--- config.mk ---
export PLATFORM = sky130hd
export DESIGN_NAME = deque_with_value_delete_flat
export DESIGN_NICKNAME = d
export VERILOG_FILES = /design/src/hdl/dvd_pkg.sv /design/src/hdl/dvd_if.sv /design/src/hdl/dvd_ram.sv /design/src/hdl/deque_with_value_delete.sv /design/src/flat_wrapper.sv
export SDC_FILE = /design/constraint.sdc
export NUM_CORES = 1
export LEC_CHECK = 0
export ABC_AREA = 0
export BUFFER_PORTS_ARGS = -buffer_cell sky130_fd_sc_hd__buf_2
export CORE_MARGIN = 2
export CORE_UTILIZATION = 62
export DETAILED_ROUTE_END_ITERATION = 8
export GPL_ROUTABILITY_DRIVEN = 0
export HOLD_SLACK_MARGIN = 0.02
export PLACE_DENSITY = 0.79
export SETUP_SLACK_MARGIN = 0.05
export SLEW_MARGIN = 20
export SYNTH_ARGS = -nofsm -noshare
export SYNTH_HDL_FRONTEND = slang
export SYNTH_SLANG_ARGS = --single-unit
--- constraint.sdc ---
create_clock -name i_clk -period 7.4 [get_ports i_clk]
set_clock_uncertainty 0.2 [all_clocks]
set_input_delay 1.11 -clock i_clk [delete_from_list [all_inputs] [get_ports i_clk]]
set_output_delay 1.11 -clock i_clk [all_outputs]
set_load 0.005 [all_outputs]
--- src/hdl/dvd_pkg.sv ---
// Package for the double-ended queue: sizes, codes, types and the ring slot helper.
`timescale 1ns / 1ps

package dvd_pkg;

    localparam int DEPTH      = 16;
    localparam int DATA_WIDTH = 32;
    localparam int ADDR_W     = $clog2(DEPTH);
    localparam int CNT_W      = $clog2(DEPTH + 1);
    localparam int REQ_W      = 3;
    localparam int STAT_W     = 2;

    typedef logic [DATA_WIDTH-1:0] t_word;
    typedef logic [ADDR_W-1:0]     t_addr;
    typedef logic [CNT_W-1:0]      t_cnt;
    typedef logic [CNT_W:0]        t_offset;

    typedef enum logic [REQ_W-1:0] {
        REQ_PUSH_BACK  = 3'd0,
        REQ_POP_BACK   = 3'd1,
        REQ_PUSH_FRONT = 3'd2,
        REQ_POP_FRONT  = 3'd3,
        REQ_DELETE     = 3'd4
    } t_req;

    typedef enum logic [STAT_W-1:0] {
        STAT_OK        = 2'd0,
        STAT_EMPTY     = 2'd1,
        STAT_FULL      = 2'd2,
        STAT_NOT_FOUND = 2'd3
    } t_status;

    typedef enum logic [1:0] {
        ST_IDLE,
        ST_EXEC,
        ST_SCAN,
        ST_SHIFT
    } t_state;

    // Ring position of an offset from the head. One conditional subtract wraps the
    // sum while it is below twice the depth; larger sums only address unused reads.
    function automatic t_addr slot(t_addr head, t_offset offset);
        logic [CNT_W+1:0] sum;
        sum = (CNT_W + 2)'(head) + (CNT_W + 2)'(offset);
        if (sum >= (CNT_W + 2)'(DEPTH)) begin
            sum = sum - (CNT_W + 2)'(DEPTH);
        end
        return sum[ADDR_W-1:0];
    endfunction

endpackage

--- src/hdl/dvd_if.sv ---
// Request and response channel interfaces of the double-ended queue.
`timescale 1ns / 1ps

interface dvd_req_if
    import dvd_pkg::*;
();
    logic                 valid;
    logic                 ready;
    logic [REQ_W-1:0]     req_type;
    logic [31:0]          data_value;

    modport source (output valid, output req_type, output data_value, input ready);
    modport sink   (input valid, input req_type, input data_value, output ready);
endinterface

interface dvd_rsp_if
    import dvd_pkg::*;
();
    logic                 valid;
    logic                 ready;
    logic [31:0]          read_data;
    logic [STAT_W-1:0]    status;
    logic [CNT_W-1:0]     entry_count;

    modport source (output valid, output read_data, output status, output entry_count,
                    input ready);
    modport sink   (input valid, input read_data, input status, input entry_count,
                    output ready);
endinterface

--- src/hdl/dvd_ram.sv ---
// Generic single-port-write, single-port-read RAM with a registered read.
`timescale 1ns / 1ps

module dvd_ram #(
    parameter int WIDTH = 32,
    parameter int DEPTH = 16
) (
    input  logic                     i_clk,
    input  logic                     i_we,
    input  logic [$clog2(DEPTH)-1:0] i_waddr,
    input  logic [WIDTH-1:0]         i_wdata,
    input  logic                     i_re,
    input  logic [$clog2(DEPTH)-1:0] i_raddr,
    output logic [WIDTH-1:0]         o_rdata
);

    logic [WIDTH-1:0] r_mem [DEPTH];
    logic [WIDTH-1:0] r_rdata;

    always_ff @(posedge i_clk) begin
        if (i_we) begin
            r_mem[i_waddr] <= i_wdata;
        end
        if (i_re) begin
            r_rdata <= r_mem[i_raddr];
        end
    end

    assign o_rdata = r_rdata;

endmodule

--- src/hdl/deque_with_value_delete.sv ---
// Bounded double-ended queue with delete-by-value, held in a ring RAM.
// Each request yields one response carrying the popped word (zero unless a pop
// succeeded), a status (ok, empty, full, not found) and the entry count after
// the request. For pushes, pops and unused codes, the accept cycle starts the
// RAM read and the execute state commits once the output register is free.
// A delete walks the entries from the front through the registered RAM read
// port, one entry per cycle, then moves each later entry down one place, one
// per cycle. A new request is taken whenever the block is idle, even while the
// previous response still waits in the output register; a finished request
// waits only if that register is full.
`timescale 1ns / 1ps

module deque_with_value_delete
    import dvd_pkg::*;
(
    input  logic        i_clk,
    input  logic        i_rst_n,
    dvd_req_if.sink     i_req,
    dvd_rsp_if.source   o_rsp
);

    t_state           r_state, n_state;
    t_addr            r_head, n_head;
    t_cnt             r_count, n_count;
    t_cnt             r_idx, n_idx;
    logic [REQ_W-1:0] r_req;
    t_word            r_word;

    logic             r_out_valid, n_out_valid;
    t_word            r_out_data, n_out_data;
    t_status          r_out_status, n_out_status;
    t_cnt             r_out_count, n_out_count;

    logic             w_ram_we, w_ram_re;
    t_addr            w_ram_waddr, w_ram_raddr;
    t_word            w_ram_wdata, w_ram_rdata;

    logic             w_accept, w_free, w_load;
    logic             w_full, w_empty, w_match;
    logic             w_scan_fin, w_shift_fin;
    t_addr            w_head_inc, w_head_dec;
    t_offset          w_idx_p1, w_idx_p2;

    dvd_ram #(
        .WIDTH (DATA_WIDTH),
        .DEPTH (DEPTH)
    ) u_ram (
        .i_clk   (i_clk),
        .i_we    (w_ram_we),
        .i_waddr (w_ram_waddr),
        .i_wdata (w_ram_wdata),
        .i_re    (w_ram_re),
        .i_raddr (w_ram_raddr),
        .o_rdata (w_ram_rdata)
    );

    assign i_req.ready = (r_state == ST_IDLE);
    assign w_accept    = i_req.valid && i_req.ready;
    assign w_free      = !r_out_valid || o_rsp.ready;

    assign w_full      = (r_count == CNT_W'(DEPTH));
    assign w_empty     = (r_count == '0);
    assign w_match     = (w_ram_rdata == r_word);
    assign w_idx_p1    = t_offset'(r_idx) + t_offset'(1);
    assign w_idx_p2    = t_offset'(r_idx) + t_offset'(2);
    assign w_head_inc  = (r_head == t_addr'(DEPTH - 1)) ? '0 : r_head + t_addr'(1);
    assign w_head_dec  = (r_head == '0) ? t_addr'(DEPTH - 1) : r_head - t_addr'(1);

    // In the scan the read data belongs to offset r_idx; the walk ends when it
    // runs past the held entries or when the match is the last entry.
    assign w_scan_fin  = (t_offset'(r_idx) >= t_offset'(r_count)) ||
                         (w_match && (w_idx_p1 >= t_offset'(r_count)));
    // In the shift the read data belongs to offset r_idx + 1 and is written to r_idx.
    assign w_shift_fin = (w_idx_p2 >= t_offset'(r_count));

    always_comb begin
        n_state = r_state;
        unique case (r_state)
            ST_IDLE: begin
                if (w_accept) begin
                    n_state = (i_req.req_type == REQ_DELETE) ? ST_SCAN : ST_EXEC;
                end
            end
            ST_EXEC: begin
                if (w_free) begin
                    n_state = ST_IDLE;
                end
            end
            ST_SCAN: begin
                if (w_scan_fin) begin
                    if (w_free) begin
                        n_state = ST_IDLE;
                    end
                end else if (w_match) begin
                    n_state = ST_SHIFT;
                end
            end
            ST_SHIFT: begin
                if (w_shift_fin && w_free) begin
                    n_state = ST_IDLE;
                end
            end
            default: n_state = ST_IDLE;
        endcase
    end

    always_comb begin
        n_head       = r_head;
        n_count      = r_count;
        n_idx        = r_idx;
        w_ram_we     = 1'b0;
        w_ram_waddr  = slot(r_head, t_offset'(r_count));
        w_ram_wdata  = r_word;
        w_ram_re     = 1'b0;
        w_ram_raddr  = slot(r_head, '0);
        w_load       = 1'b0;
        n_out_data   = '0;
        n_out_status = STAT_OK;

        unique case (r_state)
            ST_IDLE: begin
                n_idx = '0;
                if (w_accept) begin
                    w_ram_re = 1'b1;
                    if (i_req.req_type == REQ_POP_BACK) begin
                        w_ram_raddr = slot(r_head, t_offset'(r_count) - t_offset'(1));
                    end
                end
            end
            ST_EXEC: begin
                if (w_free) begin
                    w_load = 1'b1;
                    case (r_req)
                        REQ_PUSH_BACK: begin
                            if (w_full) begin
                                n_out_status = STAT_FULL;
                            end else begin
                                w_ram_we = 1'b1;
                                n_count  = r_count + t_cnt'(1);
                            end
                        end
                        REQ_POP_BACK: begin
                            if (w_empty) begin
                                n_out_status = STAT_EMPTY;
                            end else begin
                                n_out_data = w_ram_rdata;
                                n_count    = r_count - t_cnt'(1);
                            end
                        end
                        REQ_PUSH_FRONT: begin
                            if (w_full) begin
                                n_out_status = STAT_FULL;
                            end else begin
                                w_ram_we    = 1'b1;
                                w_ram_waddr = w_head_dec;
                                n_head      = w_head_dec;
                                n_count     = r_count + t_cnt'(1);
                            end
                        end
                        REQ_POP_FRONT: begin
                            if (w_empty) begin
                                n_out_status = STAT_EMPTY;
                            end else begin
                                n_out_data = w_ram_rdata;
                                n_head     = w_head_inc;
                                n_count    = r_count - t_cnt'(1);
                            end
                        end
                        default: n_out_status = STAT_OK;
                    endcase
                end
            end
            ST_SCAN: begin
                w_ram_raddr = slot(r_head, w_idx_p1);
                if (w_scan_fin) begin
                    if (w_free) begin
                        w_load = 1'b1;
                        if (t_offset'(r_idx) >= t_offset'(r_count)) begin
                            n_out_status = STAT_NOT_FOUND;
                        end else begin
                            n_count = r_count - t_cnt'(1);
                        end
                    end
                end else begin
                    w_ram_re = 1'b1;
                    if (!w_match) begin
                        n_idx = w_idx_p1[CNT_W-1:0];
                    end
                end
            end
            ST_SHIFT: begin
                w_ram_waddr = slot(r_head, t_offset'(r_idx));
                w_ram_wdata = w_ram_rdata;
                w_ram_raddr = slot(r_head, w_idx_p2);
                if (!w_shift_fin) begin
                    w_ram_we = 1'b1;
                    w_ram_re = 1'b1;
                    n_idx    = w_idx_p1[CNT_W-1:0];
                end else if (w_free) begin
                    w_ram_we = 1'b1;
                    w_load   = 1'b1;
                    n_count  = r_count - t_cnt'(1);
                end
            end
            default: n_idx = '0;
        endcase

        n_out_count = n_count;
        if (w_load) begin
            n_out_valid = 1'b1;
        end else if (o_rsp.ready) begin
            n_out_valid = 1'b0;
        end else begin
            n_out_valid = r_out_valid;
        end
    end

    always_ff @(posedge i_clk) begin
        if (!i_rst_n) begin
            r_state     <= ST_IDLE;
            r_head      <= '0;
            r_count     <= '0;
            r_idx       <= '0;
            r_out_valid <= 1'b0;
        end else begin
            r_state     <= n_state;
            r_head      <= n_head;
            r_count     <= n_count;
            r_idx       <= n_idx;
            r_out_valid <= n_out_valid;
        end
    end

    always_ff @(posedge i_clk) begin
        if (w_accept) begin
            r_req  <= i_req.req_type;
            r_word <= i_req.data_value[DATA_WIDTH-1:0];
        end
        if (w_load) begin
            r_out_data   <= n_out_data;
            r_out_status <= n_out_status;
            r_out_count  <= n_out_count;
        end
    end

    assign o_rsp.valid       = r_out_valid;
    assign o_rsp.read_data   = r_out_data;
    assign o_rsp.status      = r_out_status;
    assign o_rsp.entry_count = r_out_count;

    a_count_bound: assert property (@(posedge i_clk) disable iff (!i_rst_n)
        r_count <= CNT_W'(DEPTH))
        else $error("entry count exceeds the depth");

    a_busy_after_transfer: assert property (@(posedge i_clk) disable iff (!i_rst_n)
        w_accept |=> (r_state != ST_IDLE))
        else $error("request transfer did not start any work");

    a_no_idle_write: assert property (@(posedge i_clk) disable iff (!i_rst_n)
        w_ram_we |-> (r_state != ST_IDLE))
        else $error("RAM written while idle");

    a_push_grows: assert property (@(posedge i_clk) disable iff (!i_rst_n)
        (r_state == ST_EXEC && w_free && !w_full &&
         (r_req == REQ_PUSH_BACK || r_req == REQ_PUSH_FRONT))
        |=> (r_count == $past(r_count) + t_cnt'(1)))
        else $error("successful push did not add one entry");

    a_shift_in_range: assert property (@(posedge i_clk) disable iff (!i_rst_n)
        (r_state == ST_SHIFT) |-> (w_idx_p1 < t_offset'(r_count)))
        else $error("compaction moved past the held entries");

endmodule

--- src/flat_wrapper.sv ---
// flat-port wrapper written by rule: the top's interface ports become plain ports
module deque_with_value_delete_flat import dvd_pkg::*;
  (i_clk, i_rst_n, i_req_valid, i_req_req_type, i_req_data_value, i_req_ready, o_rsp_valid, o_rsp_read_data, o_rsp_status, o_rsp_entry_count, o_rsp_ready);
  dvd_req_if i_req_i ();
  dvd_rsp_if o_rsp_i ();
  input  logic i_clk;
  input  logic i_rst_n;
  input wire logic [$bits(i_req_i.valid)-1:0] i_req_valid;
  input wire logic [$bits(i_req_i.req_type)-1:0] i_req_req_type;
  input wire logic [$bits(i_req_i.data_value)-1:0] i_req_data_value;
  output wire logic [$bits(i_req_i.ready)-1:0] i_req_ready;
  output wire logic [$bits(o_rsp_i.valid)-1:0] o_rsp_valid;
  output wire logic [$bits(o_rsp_i.read_data)-1:0] o_rsp_read_data;
  output wire logic [$bits(o_rsp_i.status)-1:0] o_rsp_status;
  output wire logic [$bits(o_rsp_i.entry_count)-1:0] o_rsp_entry_count;
  input wire logic [$bits(o_rsp_i.ready)-1:0] o_rsp_ready;
  assign i_req_i.valid = i_req_valid;
  assign i_req_i.req_type = i_req_req_type;
  assign i_req_i.data_value = i_req_data_value;
  assign i_req_ready = i_req_i.ready;
  assign o_rsp_valid = o_rsp_i.valid;
  assign o_rsp_read_data = o_rsp_i.read_data;
  assign o_rsp_status = o_rsp_i.status;
  assign o_rsp_entry_count = o_rsp_i.entry_count;
  assign o_rsp_i.ready = o_rsp_ready;
  deque_with_value_delete u_core (.i_clk(i_clk), .i_rst_n(i_rst_n), .i_req(i_req_i), .o_rsp(o_rsp_i));
endmodule
### Word-level counts from Yosys, hierarchy flattened

Memories as Yosys holds them, arrays and structs flattened. A register that Yosys moved wholly into a read port is not among the register bits.
Index checks and enable logic that the tools add are counted.

| cells by class | value |
|---|---|
| reduce and logical (&&, ||, !) cells | 19 |
| equality and inequality tests | 19 |
| bitwise operators | 3 |
| $lt $le $gt $ge | 9 |
| $add $sub $neg | 18 |
| mux-type cells | 65 |

Operator list:

| kind | count |
|---|---|
| $mux W4 | 15 |
| $mux W5 | 11 |
| $eq A32 B32 Y1 | 1 |
| $mux W32 | 1 |
| $pmux W5 S3 | 2 |
| $sub A4 B1 Y4 const B | 7 |
| $mux W2 | 11 |
| $add A4 B6 Y7 | 3 |
| $ge A7 B5 Y1 const B | 3 |
| $pmux W4 S2 | 2 |
| $mux W1 | 15 |
| $add A4 B5 Y6 | 2 |
| $ge A6 B5 Y1 | 2 |
| $ge A6 B5 Y1 const B | 2 |
| $ne A2 B2 Y1 const B | 6 |
| $pmux W4 S3 | 1 |
| $pmux W5 S2 | 1 |
| $pmux W2 S2 | 2 |
| $pmux W2 S4 | 1 |
| $add A5 B1 Y6 const B | 1 |
| $add A5 B2 Y6 const B | 1 |
| $eq A3 B1 Y1 const B | 2 |
| $eq A3 B2 Y1 const B | 2 |
| $pmux W1 S3 | 2 |
| other kinds (29) | 37 |

| word-level totals | value |
|---|---|
| word-level logic and storage cells | 144 |
| flip-flop bits (word level) | 91 |
| memories kept | 1 |
| RAM bits | 512 |

Memories:

| name | depth | width | rd ports | clocked after Yosys merged registers in | wr ports | line | text |
|---|---|---|---|---|---|---|---|
| u_core.u_ram.r_mem | 16 | 32 | 1 | 1 | 1 | dvd_ram.sv:17 | `logic [WIDTH-1:0] r_mem [DEPTH];` |

### Depth between registers and ports, before layout

Gate-level depths: netlist (run 1).

| depth | value |
|---|---|
| depth after elaboration | 7 |
| gate-level depth with buffers | 15 |
| gate-level depth less buffers | 11 |

### By module

A second synthesis (run 1) with hierarchy kept.

| second synthesis, totals | value |
|---|---|
| cells, all modules | 1,403 |
| area total of the unflattened synthesis | 26,123.8 um^2 |

By module, submodules not included:

| module | area each (um^2) | seq. area each (um^2) | cells each | times used |
|---|---|---|---|---|
| dvd_ram | 20,155.6 | 16,335.7 | 838 | 1 |
| deque_with_value_delete | 5,968.2 | 2,562.5 | 565 | 1 |

### Worst setup path before layout (run 1)

Ideal clock, no wire load.

| path | value |
|---|---|
| path type | register to register |
| start point | reg u_core.r_idx[2] |
| end point | reg u_core.r_out_count[0], in the netlist u_core.o_rsp.entry_count[0], enable pin |
| cell stages (with the launch flop) | 8 |
| clock period less this slack | 5.493 ns |
| data required time | 6.701 ns |
| data arrival time | 4.794 ns |
| slack | 1.907 ns |
| library setup time | 0.499 ns |
| cells stage by stage | dfxtp_1 ha_1 xor2_1 ha_1 nor3_1 o31ai_1 nor2_1 o32ai_1 |

| on the way | value |
|---|---|
| word-level cells in the longest chain between the ends | 6 |
| elaborated cells between the ends (all ways) | 10 |
| classes of those cells | add/sub: 2; order compare: 3; mux: 3; reduce/logical: 2 |

Ends and longest elaborated chain:

| what | line | text |
|---|---|---|
| start, declared | deque_with_value_delete.sv:25 | `t_cnt r_idx, n_idx;` |
| start signal, assigned | deque_with_value_delete.sv:229 | `r_idx <= n_idx;` |
| $add A5 B1 Y6 | deque_with_value_delete.sv:64 | `assign w_idx_p1 = t_offset'(r_idx) + t_offset'(1);` |
| $ge A6 B5 Y1 | deque_with_value_delete.sv:72 | `(w_match && (w_idx_p1 >= t_offset'(r_count)));` |
| $logic_and A1 B1 Y1 | deque_with_value_delete.sv:72 |  |
| $logic_or A1 B1 Y1 | deque_with_value_delete.sv:71 | `assign w_scan_fin = (t_offset'(r_idx) >= t_offset'(r_count)) \|\|` |
| $mux W1 | deque_with_value_delete.sv:175 | `if (w_scan_fin) begin` |
| $pmux W1 S3 (*) | deque_with_value_delete.sv:120 | `unique case (r_state)` |
| end signal, assigned | deque_with_value_delete.sv:242 | `r_out_count <= n_out_count;` |
| end, declared | deque_with_value_delete.sv:32 | `t_cnt r_out_count, n_out_count;` |

Every way passes the cells marked *; elsewhere a longest branch is shown, timed or not.
A chain may end at the register's enable or synchronous reset.

### Worst setup path in the final report (run 1)

| path | value |
|---|---|
| start point | reg u_core.r_state[1] |
| end point | reg u_core.u_ram.r_rdata[5], in the netlist u_core.u_ram.o_rdata[5] (read register of u_core.u_ram.r_mem) (data pin) |

| on the way | value |
|---|---|
| word-level cells in the longest chain between the ends | 4 |
| elaborated cells between the ends (all ways) | 8 |
| classes of those cells | eq/ne: 2; mux: 4; reduce/logical: 2 |

Ends and longest elaborated chain:

| what | line | text |
|---|---|---|
| start, declared | deque_with_value_delete.sv:22 | `t_state r_state, n_state;` |
| start signal, assigned | deque_with_value_delete.sv:226 | `r_state <= n_state;` |
| $logic_not A2 Y1 | deque_with_value_delete.sv:57, deque_with_value_delete.sv:120 |  |
| $logic_and A1 B1 Y1 | deque_with_value_delete.sv:58 | `assign w_accept = i_req.valid && i_req.ready;` |
| $mux W4 or $mux W1 (tied branches) | deque_with_value_delete.sv:123 | `if (w_accept) begin` |
| $pmux W4 S3 or $pmux W1 S3 (tied branches) | deque_with_value_delete.sv:120 |  |
| end, declared | dvd_ram.sv:18 | `logic [WIDTH-1:0] r_rdata;` |

Parallel ways exist; a longest one is shown, timed or not.

==> flow_summary.json, run 1 <==
{
  "status": "finished clean",
  "power_frac_comb_pct": 10.7,
  "viasPerCell": 6.438,
  "cts_resized": 0,
  "regArea_sq_um": 18900,
  "power_density_nw_per_um2": 267.7,
  "finalWorstSetupSlack_ns": 2.561,
  "fp-row-count": 76,
  "area_delta_synth_final_pct": 11.03,
  "drtAntennaViolNets": 0,
  "syn_nets": 2158,
  "p_leak_nw": 10.17,
  "hold_depth": 2,
  "switching_power_w": 0.001957,
  "diodes": 0,
  "grt_pass1_wl_mm": 100.8,
  "slew-limit-headroom_pct": 28.86,
  "final_cell_area_sq_um": 29700,
  "p_sw_share_pct": 24.61,
  "hold_viol": 0,
  "fin_crit_ns": 4.839,
  "synthArstFlopShare_pct": 0,
  "p_int_w": 0.005996,
  "dieHeight_microns": 211.7,
  "io_buffers": 79,
  "drive_above_1_share_pct": 12.31,
  "p_clk_share_pct": 36.8,
  "seq_power_share_pct": 52.4,
  "synth-edff-count": 618,
  "grt_usage_pct": 30.46,
  "finalSetupViolCount": 0,
  "rsz0062_at_grt": "no",
  "cp_max_fo": 44,
  "syn_inst": 2078,
  "cts_buffers": 60,
  "rr_worst_depth": 12,
  "clock_latency_ns": 0.63,
  "post_drt_wl_per_cell_microns": 24.60,
  "drt_pre_antenna_iters": 8,
  "fin_crit_sh_pct": 65.40,
  "ir_worst_vdd_uv": 218.6,
  "netlist_area_sq_um": 26750,
  "fin_util_pct": 69.42,
  "cts_max_level": 2,
  "synth.ff_latch_count": 635,
  "hold_slack_ns": 0.3414,
  "worstPathCellList": "ha_2 -> buf_4 -> xnor2_1 -> ha_1 -> fa_1 -> and3_1 -> a211oi_2 -> and2_2 -> buf_4 -> nand3_1 -> nand4_1 -> mux2i_1",
  "syn_avg_cell_area_sq_um": 12.87,
  "route.detailed.drc": 0,
  "die_area_sq_um": 44830,
  "worst_setup_path_start_kind": "flop",
  "worst_pin_slew_ns": 1.067,
  "antenna_found_initial": 0,
  "initial_core_util_pct": 62.52,
  "nets": 2221,
  "num_vias": 17580,
  "yosys_warnings": 0,
  "cts_setup_buffers": 0,
  "cts_root_buffer": "clkbuf_16",
  "finalSetupTns_ns": 0,
  "critPathKind": "flop to flop",
  "grt_max_degree": 257,
  "hpwl_mm": 36.35,
  "yosysTopAreaCell": "edfxtp_1",
  "postPlaceCellArea_sq_um": 27830,
  "max_freq_ghz": 0.2066,
  "ys_types": 76,
  "clock-sinks": 635,
  "die_w_microns": 211.7,
  "place_ws_ns": 2.638,
  "routed_wl_mm": 67.17,
  "cp_slowest_cell": "and2_2",
  "core_sq_um": 42790,
  "path_clk_slew_ns": 0.06,
  "final_max_slew_viol_count": 0,
  "top_level_ports": 80,
  "slowest_delay_ns": 0.81,
  "holdBufCountCts": 0,
  "min_path_type": "flop to flop",
  "required_ns": 7.53,
  "netlist.area_leader.share_pct": 69.37,
  "cp.arrival_ns": 4.97,
  "synth_area_leaders": "edfxtp_1 (69%), nand2_1 (7.7%), nand3_1 (5.1%)",
  "drt_iter0_drc": 2723,
  "multi_input_area_sq_um": 7471,
  "ys_seq_area_share_pct": 70.64,
  "cts_tree": "built",
  "nFillCells": 2869,
  "worst_setup_path_end_kind": "flop",
  "clock_path_buffers": 3,
  "cpMostUsedCell": "buf_4",
  "synth_top_flop_cell": "edfxtp_1",
  "overflow": 0,
  "cap_violations": 0,
  "grt_pass1_vias": 17000
}
[kinds of logic (layout without fill, tap and decap cells)]
family	Yosys count	after routing	synth area share [%]
adder cells (fa/ha/maj)	41	41	2.030
buffers and inverters	136	243	2.189
AO/OA/AOI/OAI	115	115	3.124
multiplexers	71	71	2.815
XOR/XNOR	54	54	1.768
flip-flops	635	635	70.64
AND/OR/NAND/NOR	1026	1026	17.44
[power by group through the flow]
stage / Combinational (W) / Clock (W) / Sequential [W]
after floorplan: 0.000547 / 0 / 0.00422
after global placement: 0.000804 / 0 / 0.00424
after detailed placement: 0.000834 / 0 / 0.00424
after CTS: 0.000838 / 0.00295 / 0.00417
after global routing: 0.000927 / 0.00308 / 0.00418
final: 0.000854 / 0.00293 / 0.00417
[placed cells by master, fill, tap and decap left out, drive strengths merged, types with 17 or more instances in the layout]
cell type	n
nand2	547
xor2	42
ha	37
buf	113
edfxtp	618
clkinv	32
and2	42
nand4	69
mux2i	37
clkbuf	68
nand3	273
inv	24
a21oi	26
dfxtp	17
nor2	33
o21ai	19
mux2	34
[Yosys cell counts (23+ instances only)]
library cell    n
clkbuf_1       53
and2_1         42
nor2_1         32
nand2_1       547
buf_2          54
ha_1           37
mux2i_1        37
xor2_1         42
mux2_2         34
a21oi_1        25
nand3_1       273
edfxtp_1      618
nand4_1        69
inv_1          23
[critical path, delay by kind of cell, from the launching register on]
| kind | cells | cell delay (ns) |
|---|---|---|
| flip-flops | 1 | 0.38 |
| AND/OR/NAND/NOR | 4 | 1.24 |
| buffers and inverters | 2 | 1.13 |
| XOR/XNOR | 1 | 0.20 |
| AO/OA/AOI/OAI | 1 | 0.41 |
| adder cells (fa/ha/maj) | 3 | 0.85 |
| multiplexers | 1 | 0.10 |
[sequential cells by signal, summed over array words and instances, names as in the netlist]
| name | flops |
|---|---|
| u_core.u_ram.r_mem | 512 |
| u_core.o_rsp.read_data | 32 |
| u_core.r_word | 32 |
| u_core.u_ram.o_rdata | 32 |
| u_core.o_rsp.entry_count | 5 |
| u_core.r_count | 5 |
| u_core.r_idx | 5 |
| u_core.r_head | 4 |
| u_core.r_req | 3 |
| u_core.o_rsp.status | 2 |
| u_core.r_state | 2 |
| u_core.o_rsp.valid | 1 |
[layer usage]
layer	GRT usage (%)	share of wire, %	wire length (microns)
met1	42.42	38	25650
met2	49.25	48	31920
met3	4.792	11	7493
met4	11.12	3.1	2108
met5	0	0	0
[stage by stage]
| stage | power (W) | std cells |
|---|---|---|
| final | 0.007953 | 2731 |
| after global routing | 0.008185 | 2731 |
| after CTS | 0.007955 | 2730 |
| after detailed placement | 0.005076 | 2624 |
| after global placement | 0.005043 | 2623 |
| after floorplan | 0.004765 | 2078 |
[path summary, 6_finish.rpt]
check | start | to | slack (ns)
worst min register to register | u_core.r_state[0] | u_core.r_state[0] | 0.34
worst min-delay path | u_core.r_state[0] | u_core.r_state[0] | 0.34
worst max register to register | u_core.r_state[1] | u_core.u_ram.o_rdata[5] | 2.56
worst max-delay path | u_core.r_state[1] | u_core.u_ram.o_rdata[5] | 2.56
[final cells by class]
class,count,share of cell area (%)
sequential,635,63.62
multi-input combinational,1307,25.15
clock buffer,68,5.156
timing repair buffer,113,2.409
tap,546,2.300
clock inverter,38,1.057
inverter,24,0.3033
Power figures use the tool's default switching activity.
==> run 2: changes to the inputs <==
CORE_UTILIZATION = 56   (was 62)
PLACE_DENSITY = 0.76   (was 0.79)
clock period = 4.3 ns   (was 7.4 ns; I/O delays follow)
==> flow_summary.json, run 2 (synthesis results as in run 1) <==
{
  "status": "finished clean",
  "final_common_cell": "edfxtp_1",
  "initial_core_util_pct": 56.39,
  "max_freq_ghz": 0.2482,
  "clock_latency_ns": 0.60,
  "overflow": 0,
  "crit_cells": 11,
  "critPathLaunch": "u_core.r_count[0]",
  "path_buf_inv": 3,
  "worstPathCellList": "inv_1 -> ha_1 -> inv_1 -> fa_1 -> and4_1 -> a211oi_2 -> and2_2 -> buf_12 -> nand3_1 -> nand4_1 -> mux2i_1",
  "grt_max_degree": 95,
  "drt_iter0_drc": 2702,
  "slowest_delay_ns": 0.61,
  "slew-limit-headroom_pct": 42.85,
  "nFillCells": 3317,
  "fin_crit_sh_pct": 93.70,
  "power_density_nw_per_um2": 463.0,
  "cp.arrival_ns": 4.16,
  "p_sw_share_pct": 24.67,
  "top_level_ports": 80,
  "post_drt_wl_per_cell_microns": 23.09,
  "worst_pin_slew_ns": 0.8554,
  "finalSetupTns_ns": 0,
  "drive_above_1_share_pct": 13.18,
  "top_register": "u_core.u_ram.r_mem",
  "dieHeight_microns": 222.6,
  "clock-sinks": 635,
  "clock_path_buffers": 3,
  "finalPower_w": 0.01422,
  "io_buffers": 79,
  "hold_viol": 0,
  "grt_pass1_vias": 17270,
  "required_ns": 4.43,
  "regArea_sq_um": 18900,
  "num_vias": 17670,
  "path_clk_slew_ns": 0.06,
  "hpwl_mm": 37.24,
  "layout_common_cells": "edfxtp_1 (618), nand2_1 (547), nand3_1 (273), buf_2 (79)",
  "p_int_w": 0.01071,
  "seq_power_share_pct": 50.5,
  "p_leak_nw": 10.54,
  "path_delay_family": "simple AND/OR/NAND/NOR gates",
  "cts_max_level": 3,
  "area_delta_synth_final_pct": 14.82,
  "cts_root_buffer": "clkbuf_16",
  "nets": 2276,
  "finalSetupViolCount": 0,
  "grt_usage_pct": 26.82,
  "drt_pre_antenna_iters": 9,
  "final_max_slew_viol_count": 0,
  "core_sq_um": 47450,
  "power_frac_comb_pct": 11.0,
  "fin_crit_ns": 4.029,
  "cap_violations": 0,
  "viasPerCell": 6.174,
  "antenna_found_initial": 1,
  "fp-row-count": 80,
  "switching_power_w": 0.003508,
  "worst_setup_path_end_kind": "flop",
  "fin_util_pct": 64.74,
  "cts_tree": "built",
  "r2r-start": "u_core.r_count[0]",
  "p_clk_share_pct": 38.6,
  "cpMostUsedCell": "inv_1",
  "route.detailed.drc": 0,
  "min_path_type": "primary input to flop",
  "rr_worst_depth": 11,
  "cts_buffers": 66,
  "rsz0062_at_grt": "no",
  "reg2reg_to": "u_core.u_ram.o_rdata[20]",
  "regToRegSetupSlack_ns": 0.27,
  "cp_max_fo": 25,
  "crit_end": "u_core.u_ram.o_rdata[20]",
  "die_w_microns": 222.6,
  "grt_pass1_wl_mm": 100.7,
  "worst_setup_path_start_kind": "flop",
  "routed_wl_mm": 66.06,
  "cp_slowest_cell": "dfxtp_1",
  "ir_worst_vdd_uv": 310.7,
  "critPathKind": "flop to flop",
  "largest_reg_flops": 512,
  "die_area_sq_um": 49540,
  "drtAntennaViolNets": 0,
  "multi_input_area_sq_um": 7471
}
## run 2: worst min path at each step
stage                     depth (start not counted)                start  slack [ns]                 to
after global routing                              1  i_req_data_value[5]        0.02   u_core.r_word[5]
after floorplan                                   2    u_core.r_state[0]        0.28  u_core.r_state[0]
final                                             1  i_req_data_value[5]        0.04   u_core.r_word[5]
after detailed placement                          2    u_core.r_state[0]        0.33  u_core.r_state[0]
after global placement                            2    u_core.r_state[0]        0.30  u_core.r_state[0]
after CTS                                         1    i_req_req_type[0]        0.02    u_core.r_req[0]
## run 2: routing by layer
layer	up-vias	share of wire [%]	track usage [%]
li1	7838	-	-
met1	8621	40	37.74
met4	0	3.4	9.916
met3	176	9.7	4.774
met5	-	0	0
met2	1030	47	42.29
## run 2: power by group through the flow
| stage | Combinational [W] | Clock (W) | Sequential, W |
|---|---|---|---|
| finish | 0.00156 | 0.00548 | 0.00718 |
| global route | 0.00169 | 0.00577 | 0.00719 |
| CTS | 0.00154 | 0.00554 | 0.00717 |
| detailed placement | 0.00151 | 0 | 0.00730 |
| global placement | 0.00146 | 0 | 0.00730 |
| floorplan | 0.000944 | 0 | 0.00726 |
## run 2: layout make-up
type | count | share of cell area (%)
antenna | 1 | 0.008147
clock buffer | 82 | 5.780
clock inverter | 35 | 0.9084
inverter | 24 | 0.2933
multi-input combinational | 1307 | 24.32
sequential | 635 | 61.52
tap | 615 | 2.505
timing repair buffer | 162 | 4.660
## run 2: timing repair
item                                   4_1_cts  5_1_grt
buffers inserted                             0        0
hold buffers                                30        0
endpoints found under the hold margin       30        0
resized for setup                            0        0
setup endpoints to repair                    0        0
## run 2: through the flow
step / cell area, sq um / cells / hold WS, ns / setup slack [ns]
floorplan: 26780 / 2078 / 0.2823 / -0.09509
global placement: 28360 / 2713 / 0.3050 / 0.5520
detailed placement: 28360 / 2713 / 0.3349 / 0.3786
CTS: 30710 / 2860 / 0.02114 / 0.3348
global route: 30710 / 2860 / 0.02132 / 0.1295
finish: 30720 / 2861 / 0.04364 / 0.2707
